--- config.mk ---
export PLATFORM = sky130hd
export DESIGN_NAME = pll_divider_search_unit
export DESIGN_NICKNAME = d
export VERILOG_FILES = /design/src/sv/pds_pkg.sv /design/src/sv/pds_datapath.sv /design/src/sv/pds_ctrl.sv /design/src/sv/pll_divider_search_unit.sv
export SDC_FILE = /design/constraint.sdc
export NUM_CORES = 2
export LEC_CHECK = 0
export BUFFER_PORTS_ARGS = -buffer_cell sky130_fd_sc_hd__buf_2
export CORE_MARGIN = 8
export CORE_UTILIZATION = 40
export CTS_CLUSTER_SIZE = 24
export DETAILED_ROUTE_END_ITERATION = 12
export PLACE_DENSITY = 0.52
export SLEW_MARGIN = 20
export SYNTH_ARGS = -nofsm -noshare
export SYNTH_HDL_FRONTEND = slang
export SYNTH_SLANG_ARGS = --single-unit
--- constraint.sdc ---
create_clock -name i_clk -period 9.1 [get_ports i_clk]
set_input_delay 0.91 -clock i_clk [delete_from_list [all_inputs] [get_ports i_clk]]
set_output_delay 0.91 -clock i_clk [all_outputs]
set_load 0.05 [all_outputs]
--- src/sv/pds_pkg.sv ---
// Package for the PLL divider search unit: command/status structs, search limits,
// reciprocal constants for the reference divider. No dependencies.
`default_nettype none
package pds_pkg;

    localparam int unsigned CLK_W    = 22;   // pixel clock field
    localparam int unsigned TOL_W    = 16;   // tolerance register
    localparam int unsigned REF_W    = 18;   // reference clock register
    localparam int unsigned CFG_W    = 18;   // widest register
    localparam int unsigned RD_W     = 3;
    localparam int unsigned LM_W     = 8;
    localparam int unsigned PROD_W   = REF_W + LM_W;     // ref_clock * multiplier
    localparam int unsigned RECIP_W  = 27;
    localparam int unsigned RECIP_SH = 28;
    localparam int unsigned VCO_W    = PROD_W + RECIP_W - RECIP_SH;

    localparam logic [RD_W-1:0] RD_FIRST = 3'd3;
    localparam logic [RD_W-1:0] RD_LAST  = 3'd5;
    localparam int unsigned LM_MIN_PER_REF = 12;
    localparam int unsigned LM_MAX_PER_REF = 32;

    // register indexes of the configuration port
    localparam logic CFG_TOLERANCE = 1'b0;
    localparam logic CFG_REF_CLOCK = 1'b1;

    localparam logic [TOL_W-1:0] TOL_RESET = 16'd1000;
    localparam logic [REF_W-1:0] REF_RESET = 18'd100000;

    typedef struct packed {
        logic            start;    // load pixel clock, target = clock * 1
        logic            next_pd;  // target += clock
        logic            issue;    // launch one trial
        logic            flush;    // drop trials in flight
        logic [RD_W-1:0] rd;
        logic [LM_W-1:0] lm;
    } t_cmd;

    typedef struct packed {
        logic            hit;      // oldest trial in flight matched
        logic            busy;     // trials still in flight
        logic [RD_W-1:0] rd;
        logic [LM_W-1:0] lm;
    } t_status;

    // first and last multiplier allowed for a reference divider
    function automatic logic [LM_W-1:0] f_lm_first(input logic [RD_W-1:0] rd);
        f_lm_first = LM_W'(LM_MIN_PER_REF * rd);
    endfunction

    function automatic logic [LM_W-1:0] f_lm_last(input logic [RD_W-1:0] rd);
        f_lm_last = LM_W'(LM_MAX_PER_REF * rd);
    endfunction

    // ceil(2^RECIP_SH / rd); exact floor division for products below 2^26
    function automatic logic [RECIP_W-1:0] f_recip(input logic [RD_W-1:0] rd);
        logic [RECIP_W-1:0] m;
        case (rd)
            3'd3:    m = 27'd89478486;
            3'd4:    m = 27'd67108864;
            3'd5:    m = 27'd53687092;
            default: m = '0;
        endcase
        f_recip = m;
    endfunction

endpackage
`default_nettype wire

--- src/sv/pds_datapath.sv ---
// Datapath of the PLL divider search: configuration registers, target accumulator
// and a three-stage trial pipeline. Depends on pds_pkg.
`default_nettype none
module pds_datapath #(
    parameter int unsigned PD_W = 6
) (
    input  wire                           i_clk,
    input  wire                           i_rst_n,
    input  wire                           i_cfg_we,
    input  wire                           i_cfg_addr,
    input  wire [pds_pkg::CFG_W-1:0]      i_cfg_wdata,
    input  wire [pds_pkg::CLK_W-1:0]      i_pix_clk,
    input  wire [PD_W-1:0]                i_pd,
    input  pds_pkg::t_cmd                 i_cmd,
    output pds_pkg::t_status              o_status,
    output logic [PD_W-1:0]               o_hit_pd
);

    localparam int unsigned TGT_W = pds_pkg::CLK_W + PD_W;

    logic [pds_pkg::TOL_W-1:0] r_tol;
    logic [pds_pkg::REF_W-1:0] r_ref;
    logic [pds_pkg::CLK_W-1:0] r_pix;
    logic [TGT_W-1:0]          r_tgt;

    // stage 1: ref * lm
    logic                        r_v1;
    logic [pds_pkg::PROD_W-1:0]  r_prod1;
    logic [TGT_W-1:0]            r_tgt1;
    logic [pds_pkg::RD_W-1:0]    r_rd1;
    logic [pds_pkg::LM_W-1:0]    r_lm1;
    logic [PD_W-1:0]             r_pd1;
    // stage 2: vco = floor(prod / rd)
    logic                        r_v2;
    logic [pds_pkg::VCO_W-1:0]   r_vco2;
    logic [TGT_W-1:0]            r_tgt2;
    logic [pds_pkg::RD_W-1:0]    r_rd2;
    logic [pds_pkg::LM_W-1:0]    r_lm2;
    logic [PD_W-1:0]             r_pd2;
    // stage 3: match flag
    logic                        r_hit3;
    logic [pds_pkg::RD_W-1:0]    r_rd3;
    logic [pds_pkg::LM_W-1:0]    r_lm3;
    logic [PD_W-1:0]             r_pd3;

    logic [pds_pkg::PROD_W+pds_pkg::RECIP_W-1:0] w_scaled;
    logic [TGT_W-1:0]                            w_vco;
    logic [TGT_W-1:0]                            w_err;
    logic                                        w_match;

    assign w_scaled = pds_pkg::PROD_W'(r_prod1) * pds_pkg::f_recip(r_rd1);
    assign w_vco    = TGT_W'(r_vco2);
    assign w_err    = (r_tgt2 > w_vco) ? (r_tgt2 - w_vco) : (w_vco - r_tgt2);
    assign w_match  = w_err < TGT_W'(r_tol);

    always_ff @(posedge i_clk) begin
        if (!i_rst_n) begin
            r_tol  <= pds_pkg::TOL_RESET;
            r_ref  <= pds_pkg::REF_RESET;
            r_v1   <= 1'b0;
            r_v2   <= 1'b0;
            r_hit3 <= 1'b0;
        end else begin
            if (i_cfg_we) begin
                case (i_cfg_addr)
                    pds_pkg::CFG_TOLERANCE: r_tol <= i_cfg_wdata[pds_pkg::TOL_W-1:0];
                    pds_pkg::CFG_REF_CLOCK: r_ref <= i_cfg_wdata[pds_pkg::REF_W-1:0];
                    default: ;
                endcase
            end
            if (i_cmd.flush || i_cmd.start) begin
                r_v1   <= 1'b0;
                r_v2   <= 1'b0;
                r_hit3 <= 1'b0;
            end else begin
                r_v1   <= i_cmd.issue;
                r_v2   <= r_v1;
                r_hit3 <= r_v2 && w_match;
            end
        end
    end

    // payload: no reset needed
    always_ff @(posedge i_clk) begin
        if (i_cmd.start) begin
            r_pix <= i_pix_clk;
            r_tgt <= TGT_W'(i_pix_clk);
        end else if (i_cmd.next_pd) begin
            r_tgt <= r_tgt + TGT_W'(r_pix);
        end
        r_prod1 <= pds_pkg::PROD_W'(r_ref) * pds_pkg::PROD_W'(i_cmd.lm);
        r_tgt1  <= r_tgt;
        r_rd1   <= i_cmd.rd;
        r_lm1   <= i_cmd.lm;
        r_pd1   <= i_pd;
        r_vco2  <= w_scaled[pds_pkg::RECIP_SH +: pds_pkg::VCO_W];
        r_tgt2  <= r_tgt1;
        r_rd2   <= r_rd1;
        r_lm2   <= r_lm1;
        r_pd2   <= r_pd1;
        r_rd3   <= r_rd2;
        r_lm3   <= r_lm2;
        r_pd3   <= r_pd2;
    end

    assign o_status.hit  = r_hit3;
    assign o_status.busy = r_v1 | r_v2 | r_hit3;
    assign o_status.rd   = r_rd3;
    assign o_status.lm   = r_lm3;
    assign o_hit_pd      = r_pd3;

endmodule
`default_nettype wire

--- src/sv/pds_ctrl.sv ---
// Controller of the PLL divider search: walks post divider, reference divider and
// multiplier, catches the first hit and holds the output beat. Depends on pds_pkg.
`default_nettype none
module pds_ctrl #(
    parameter int unsigned PD_W    = 6,
    parameter int unsigned PD_LAST = 63
) (
    input  wire                  i_clk,
    input  wire                  i_rst_n,
    input  wire                  i_in_valid,
    output logic                 o_in_ready,
    input  wire                  i_out_ready,
    output logic                 o_out_valid,
    output logic [23:0]          o_out_data,
    output pds_pkg::t_cmd        o_cmd,
    output logic [PD_W-1:0]      o_pd,
    input  pds_pkg::t_status     i_status,
    input  wire [PD_W-1:0]       i_hit_pd
);

    typedef enum logic [1:0] {ST_IDLE, ST_SEARCH, ST_DRAIN, ST_FINISH} t_state;

    localparam logic [PD_W-1:0] PD_END = PD_W'(PD_LAST);

    t_state                    r_state, n_state;
    logic [PD_W-1:0]           r_pd, n_pd;
    logic [pds_pkg::RD_W-1:0]  r_rd, n_rd;
    logic [pds_pkg::LM_W-1:0]  r_lm, n_lm;
    logic                      r_found, n_found;
    logic [PD_W-1:0]           r_res_pd, n_res_pd;
    logic [pds_pkg::RD_W-1:0]  r_res_rd, n_res_rd;
    logic [pds_pkg::LM_W-1:0]  r_res_lm, n_res_lm;
    logic                      r_out_valid, n_out_valid;
    logic [23:0]               r_out_data, n_out_data;
    logic [pds_pkg::RD_W-1:0]  w_rd_inc;

    assign w_rd_inc = r_rd + 3'd1;

    always_comb begin
        n_state     = r_state;
        n_pd        = r_pd;
        n_rd        = r_rd;
        n_lm        = r_lm;
        n_found     = r_found;
        n_res_pd    = r_res_pd;
        n_res_rd    = r_res_rd;
        n_res_lm    = r_res_lm;
        n_out_valid = r_out_valid;
        n_out_data  = r_out_data;
        o_cmd       = '0;
        o_cmd.rd    = r_rd;
        o_cmd.lm    = r_lm;

        if (r_out_valid && i_out_ready) begin
            n_out_valid = 1'b0;
        end

        case (r_state)
            ST_IDLE: begin
                if (i_in_valid) begin
                    o_cmd.start = 1'b1;
                    n_pd    = PD_W'(1);
                    n_rd    = pds_pkg::RD_FIRST;
                    n_lm    = pds_pkg::f_lm_first(pds_pkg::RD_FIRST);
                    n_state = ST_SEARCH;
                end
            end
            ST_SEARCH: begin
                if (i_status.hit) begin
                    // oldest trial matched: drop the younger ones
                    o_cmd.flush = 1'b1;
                    n_found  = 1'b1;
                    n_res_pd = i_hit_pd;
                    n_res_rd = i_status.rd;
                    n_res_lm = i_status.lm;
                    n_state  = ST_FINISH;
                end else begin
                    o_cmd.issue = 1'b1;
                    if (r_lm == pds_pkg::f_lm_last(r_rd)) begin
                        if (r_rd == pds_pkg::RD_LAST) begin
                            if (r_pd == PD_END) begin
                                n_state = ST_DRAIN;
                            end else begin
                                o_cmd.next_pd = 1'b1;
                                n_pd = r_pd + PD_W'(1);
                                n_rd = pds_pkg::RD_FIRST;
                                n_lm = pds_pkg::f_lm_first(pds_pkg::RD_FIRST);
                            end
                        end else begin
                            n_rd = w_rd_inc;
                            n_lm = pds_pkg::f_lm_first(w_rd_inc);
                        end
                    end else begin
                        n_lm = r_lm + 8'd1;
                    end
                end
            end
            ST_DRAIN: begin
                if (i_status.hit) begin
                    o_cmd.flush = 1'b1;
                    n_found  = 1'b1;
                    n_res_pd = i_hit_pd;
                    n_res_rd = i_status.rd;
                    n_res_lm = i_status.lm;
                    n_state  = ST_FINISH;
                end else if (!i_status.busy) begin
                    n_found  = 1'b0;
                    n_res_pd = '0;
                    n_res_rd = '0;
                    n_res_lm = '0;
                    n_state  = ST_FINISH;
                end
            end
            ST_FINISH: begin
                if (!r_out_valid || i_out_ready) begin
                    n_out_valid = 1'b1;
                    n_out_data  = {6'd0, r_res_rd, r_res_lm, r_res_pd[5:0], r_found};
                    n_state     = ST_IDLE;
                end
            end
            default: n_state = ST_IDLE;
        endcase
    end

    always_ff @(posedge i_clk) begin
        if (!i_rst_n) begin
            r_state     <= ST_IDLE;
            r_out_valid <= 1'b0;
        end else begin
            r_state     <= n_state;
            r_out_valid <= n_out_valid;
        end
        r_pd       <= n_pd;
        r_rd       <= n_rd;
        r_lm       <= n_lm;
        r_found    <= n_found;
        r_res_pd   <= n_res_pd;
        r_res_rd   <= n_res_rd;
        r_res_lm   <= n_res_lm;
        r_out_data <= n_out_data;
    end

    // hold off request beats while in reset
    assign o_in_ready  = (r_state == ST_IDLE) && i_rst_n;
    assign o_out_valid = r_out_valid;
    assign o_out_data  = r_out_data;
    assign o_pd        = r_pd;

endmodule
`default_nettype wire

--- src/sv/pll_divider_search_unit.sv ---
// Top level of the PLL divider search unit: controller plus trial datapath.
// Depends on pds_pkg, pds_ctrl and pds_datapath.
// Usage:
//   Slave beat (i_s_*): one requested pixel clock in kHz. Master beat (o_m_*):
//   found flag, post divider, loop multiplier and reference divider of the first
//   setting whose VCO lies strictly within the tolerance of clock * post divider,
//   all zero when none does.
//   Configuration: write tolerance_khz (index 0) or ref_clock_khz (index 1) with
//   i_cfg_we high for one cycle; write only while no search is running.
//   The search walks post divider 1..POST_DIV_LIMIT-1, reference divider 3..5 and
//   the allowed multipliers 12*rd..32*rd, one trial per cycle through a
//   three-stage pipeline (multiply, reciprocal divide, compare): 243 trials per
//   post divider. A hit ends the search early; with no hit every post divider
//   is tried and the pipeline drains before the all-zero result is loaded. One
//   item is searched at a time; the next input beat can be taken in the cycle
//   after the result is loaded.
//   The result sits in an output register; while it waits for i_m_tready the
//   block already takes the next input beat and searches, and holds the second
//   result until the register frees. Reset restores the register defaults
//   (1000 kHz, 100000 kHz) and drops any search and pending result.
`default_nettype none
module pll_divider_search_unit #(
    parameter int unsigned POST_DIV_LIMIT = 64
) (
    input  wire         i_clk,
    input  wire         i_rst_n,
    // configuration write port
    input  wire         i_cfg_we,
    input  wire         i_cfg_addr,
    input  wire [17:0]  i_cfg_wdata,
    // request channel
    input  wire         i_s_tvalid,
    output logic        o_s_tready,
    input  wire [23:0]  i_s_tdata,   // [21:0] pixel_clock_khz, [23:22] zero
    // result channel
    output logic        o_m_tvalid,
    input  wire         i_m_tready,
    output logic [23:0] o_m_tdata    // [0] found, [6:1] post_divider,
                                     // [14:7] loop_multiplier, [17:15] ref_divider
);

    // post divider counter: wide enough for the limit, never narrower than the field
    localparam int unsigned PD_BITS = $clog2(POST_DIV_LIMIT);
    localparam int unsigned PD_W    = (PD_BITS > 6) ? PD_BITS : 6;

    pds_pkg::t_cmd    w_cmd;
    pds_pkg::t_status w_status;
    logic [PD_W-1:0]  w_pd;
    logic [PD_W-1:0]  w_hit_pd;

    pds_ctrl #(
        .PD_W    (PD_W),
        .PD_LAST (POST_DIV_LIMIT - 1)
    ) u_ctrl (
        .i_clk       (i_clk),
        .i_rst_n     (i_rst_n),
        .i_in_valid  (i_s_tvalid),
        .o_in_ready  (o_s_tready),
        .i_out_ready (i_m_tready),
        .o_out_valid (o_m_tvalid),
        .o_out_data  (o_m_tdata),
        .o_cmd       (w_cmd),
        .o_pd        (w_pd),
        .i_status    (w_status),
        .i_hit_pd    (w_hit_pd)
    );

    pds_datapath #(
        .PD_W (PD_W)
    ) u_datapath (
        .i_clk       (i_clk),
        .i_rst_n     (i_rst_n),
        .i_cfg_we    (i_cfg_we),
        .i_cfg_addr  (i_cfg_addr),
        .i_cfg_wdata (i_cfg_wdata),
        .i_pix_clk   (i_s_tdata[pds_pkg::CLK_W-1:0]),
        .i_pd        (w_pd),
        .i_cmd       (w_cmd),
        .o_status    (w_status),
        .o_hit_pd    (w_hit_pd)
    );

endmodule
`default_nettype wire

==> metrics.md <==
| Metric | Value |
|---|---|
| Slowest CP cell | `fa_1` |
| Initial Utilization | `40.24%` |
| Post-synth EDFFs | `97` |
| Pins Over Slew Limit | `0` |
| Cell Area, Synth | `29210 um^2` |
| Max clock buf depth | `3` |
| CTS sink count | `301` |
| Post-Route WL | `68970 um` |
| Die Width | `286.2 um` |
| Storage element area | `6997 um^2` |
| Routed wl met2 | `32910 um` |
| GRT Overall Usage | `17.19%` |
| Area taken by multi-input logic gates | `19630 um^2` |
| CTS tree | `built` |
| Met1 WL | `31440 um` |
| Fmax achieved | `0.1201 GHz` |
| Rows | `between 90 and 100` |
| Run status | `finished clean` |
| Tmin final | `8.327 ns` |
| Max-Cap Viols | `0` |
| Most frequent cells in the layout | `599 x inv_1, 376 x ha_1, 375 x fa_1` |
| Post-CTS Resized | `0` |
| Total number of vias | `approximately 20k` |
| Syn avg cell area | `9.746 um^2` |
| Post-synth top flop | `dfxtp_1` |
| Hold crit path type | `flop to flop` |
| Req. time, crit path | `9.48 ns` |
| Worst Path Arrival | `8.71 ns` |
| Core ar. | `72590 um^2` |
| Hold-fix buffers at CTS | `0` |
| Synthesis-stage register bit count | `301` |
| Unrepaired setup endpoints after global routing | `false` |
| Reg clk slew, reported paths | `0.06 ns` |
| Sequential area share after synthesis | `23.95%` |
| WL met3 | `2554 um` |
| Final Skew | `0.04906 ns` |
| Most frequent CP cell | `fa_1` |
| Num CTS Buffers | `37` |
| Slew @ Worst Pin | `0.9390 ns` |
| First-pass DRT Iterations | `5` |
| Post-DP HPWL | `58160 um` |
| I/O pin cnt | `74` |
| DRT iter0 DRCs | `878` |
| Proportion of layout cells with a drive suffix above 1 | `5.643%` |
| Final setup fails | `0` |
| Die H | `286.2 um` |
| CP max stage delay | `~0.63 ns` |
| Full die area | `81920 um^2` |
| Asr flop ratio synth | `0%` |
| Layout net count | `~3.8k` |
| Worst-path fanout max | `17` |
| Remaining DRCs | `0` |
| Vias/cell | `4.874` |
| Hold Vio Cnt, Final | `0` |
| Synthesized instance count | `2997` |
| Most common cell after layout, fill and taps aside | `inv_1` |
| Top Layer Used | `met4` |
| Slew HR | `37.40%` |
| Yosys Warn Count | `0` |
| Final antenna-violating net count | `0` |
| Clk root buf | `clkbuf_16` |
| Setup crit end kind | `flop` |
| Total gr overflow | `0` |
| Wirelength per Cell | `17.13 um` |
| Final period utilization | `a little over 90%` |
| Count of cell types in the netlist | `73` |
| H-tree Lvls | `2` |
| GPL Wtd Cong | `0.8885` |
| Nature of the critical path startpoint | `flop` |
| Setup Total Neg Slack | `0 ns` |
| Clock latency on the worst-skew pair | `0.57 ns` |
| Diode count | `0` |
| Fill cell count | `around 7.1k` |
| Vias in the first global route | `21.23k` |
| Largest net degree at the start of global routing | `a little under 50` |
| Worst Setup Path Type | `flop to flop` |
| Antenna violations before repair | `0` |
| Area Overhead vs Synth | `8.850%` |
| First-pass GRT wire length | `between 100000 and 150000 um` |
| # Post-CTS Setup Buffers | `0` |
| Port Buffers | `65` |
[final timing paths]
| kind | startpoint | endpoint | slack, ns | cells past startpoint |
|---|---|---|---|---|
| max | u_datapath.r_rd1[2] | u_datapath.r_vco2[21] | 0.77 | 27 |
| min | u_datapath.r_tgt1[6] | u_datapath.r_tgt2[6] | 0.31 | 0 |
| min reg2reg | u_datapath.r_tgt1[6] | u_datapath.r_tgt2[6] | 0.31 | 0 |
| max reg2reg | u_datapath.r_rd1[2] | u_datapath.r_vco2[21] | 0.77 | 27 |
[per-layer routing]
layer	vias up	global-route usage, %
met5	-	0
met4	0	5.119
met3	99	2.475
met2	288	29.39
met1	9568	22.48
li1	9662	-
[cell families after synthesis]
| group | after synthesis | share of synthesized area [%] |
|---|---|---|
| AO/OA/AOI/OAI | 448 | 9.891 |
| XOR/XNOR | 115 | 3.448 |
| adder cells (fa/ha/maj) | 751 | 41.81 |
| buffers and inverters | 685 | 8.927 |
| flip-flops | 301 | 23.95 |
| multiplexers | 9 | 0.3127 |
| other | 1 | 0.01284 |
| AND/OR/NAND/NOR | 687 | 11.64 |
[per-stage QoR]
step,hold WS (ns),instances,instance area [um^2],util [%],setup slack [ns]
after floorplan,0.3096,3002,29230,-,1.803
after global placement,0.3120,3957,30520,42.05,0.8344
after detailed placement,0.3121,3957,30520,42.05,0.8595
after CTS,0.3107,4025,31790,43.80,0.7757
after global routing,0.3176,4025,31790,43.80,0.3612
final,0.3134,4025,31790,43.80,0.7731
[cells in the mapped netlist, types with 26 or more instances]
master | number | area (um^2)
nand2_1 | 239 | 897.1
xnor2_1 | 75 | 656.9
o21ai_0 | 86 | 430.4
clkbuf_1 | 64 | 240.2
inv_1 | 599 | 2248
nor2_1 | 105 | 394.1
and2_1 | 155 | 969.7
xor2_1 | 40 | 350.3
edfxtp_1 | 97 | 2913
fa_1 | 375 | 7507
a21boi_0 | 31 | 232.7
a21o_1 | 56 | 420.4
nand3_1 | 40 | 200.2
dfxtp_1 | 204 | 4084
ha_1 | 376 | 4705
nor2b_1 | 26 | 162.7
a21oi_1 | 146 | 730.7
[registers in the layout, indices dropped and copies added, names as in the netlist, 6 cells and up]
register,cells
u_ctrl.r_res_lm,8
u_datapath.r_ref,18
u_datapath.r_tgt1,28
u_datapath.r_pd1,6
u_ctrl.o_out_data,18
u_ctrl.o_pd,6
u_datapath.r_lm1,8
u_datapath.r_vco2,25
u_datapath.o_hit_pd,6
u_datapath.r_pix,22
u_ctrl.r_lm,8
u_ctrl.r_res_pd,6
u_datapath.r_tgt,28
u_datapath.r_tol,16
u_datapath.r_lm2,8
u_datapath.r_pd2,6
u_datapath.r_lm3,8
u_datapath.r_tgt2,28
u_datapath.r_prod1,26
[area by class of cell]
| cell class | instances | share of cell area, % |
|---|---|---|
| clock buffers | 53 | 3.373 |
| repair buffers | 82 | 1.425 |
| clock inverters | 15 | 0.6100 |
| well taps | 959 | 3.774 |
| flip-flops and latches | 301 | 22.01 |
| inverters | 599 | 7.072 |
| multi-input cells | 2016 | 61.74 |
[worst max-delay path: cells and delay by family (launching register included)]
| kind | cells | cell delay [ns] |
|---|---|---|
| AOI/OAI and AO/OA | 6 | 1.65 |
| and+or+nand+nor | 7 | 1.49 |
| DFF | 1 | 0.40 |
| adders and majority gates | 8 | 3.87 |
| buffers and inverters | 6 | 0.71 |
Power is not shown: default switching activity piles up to over one toggle a cycle in this logic, so the estimate is an artifact.
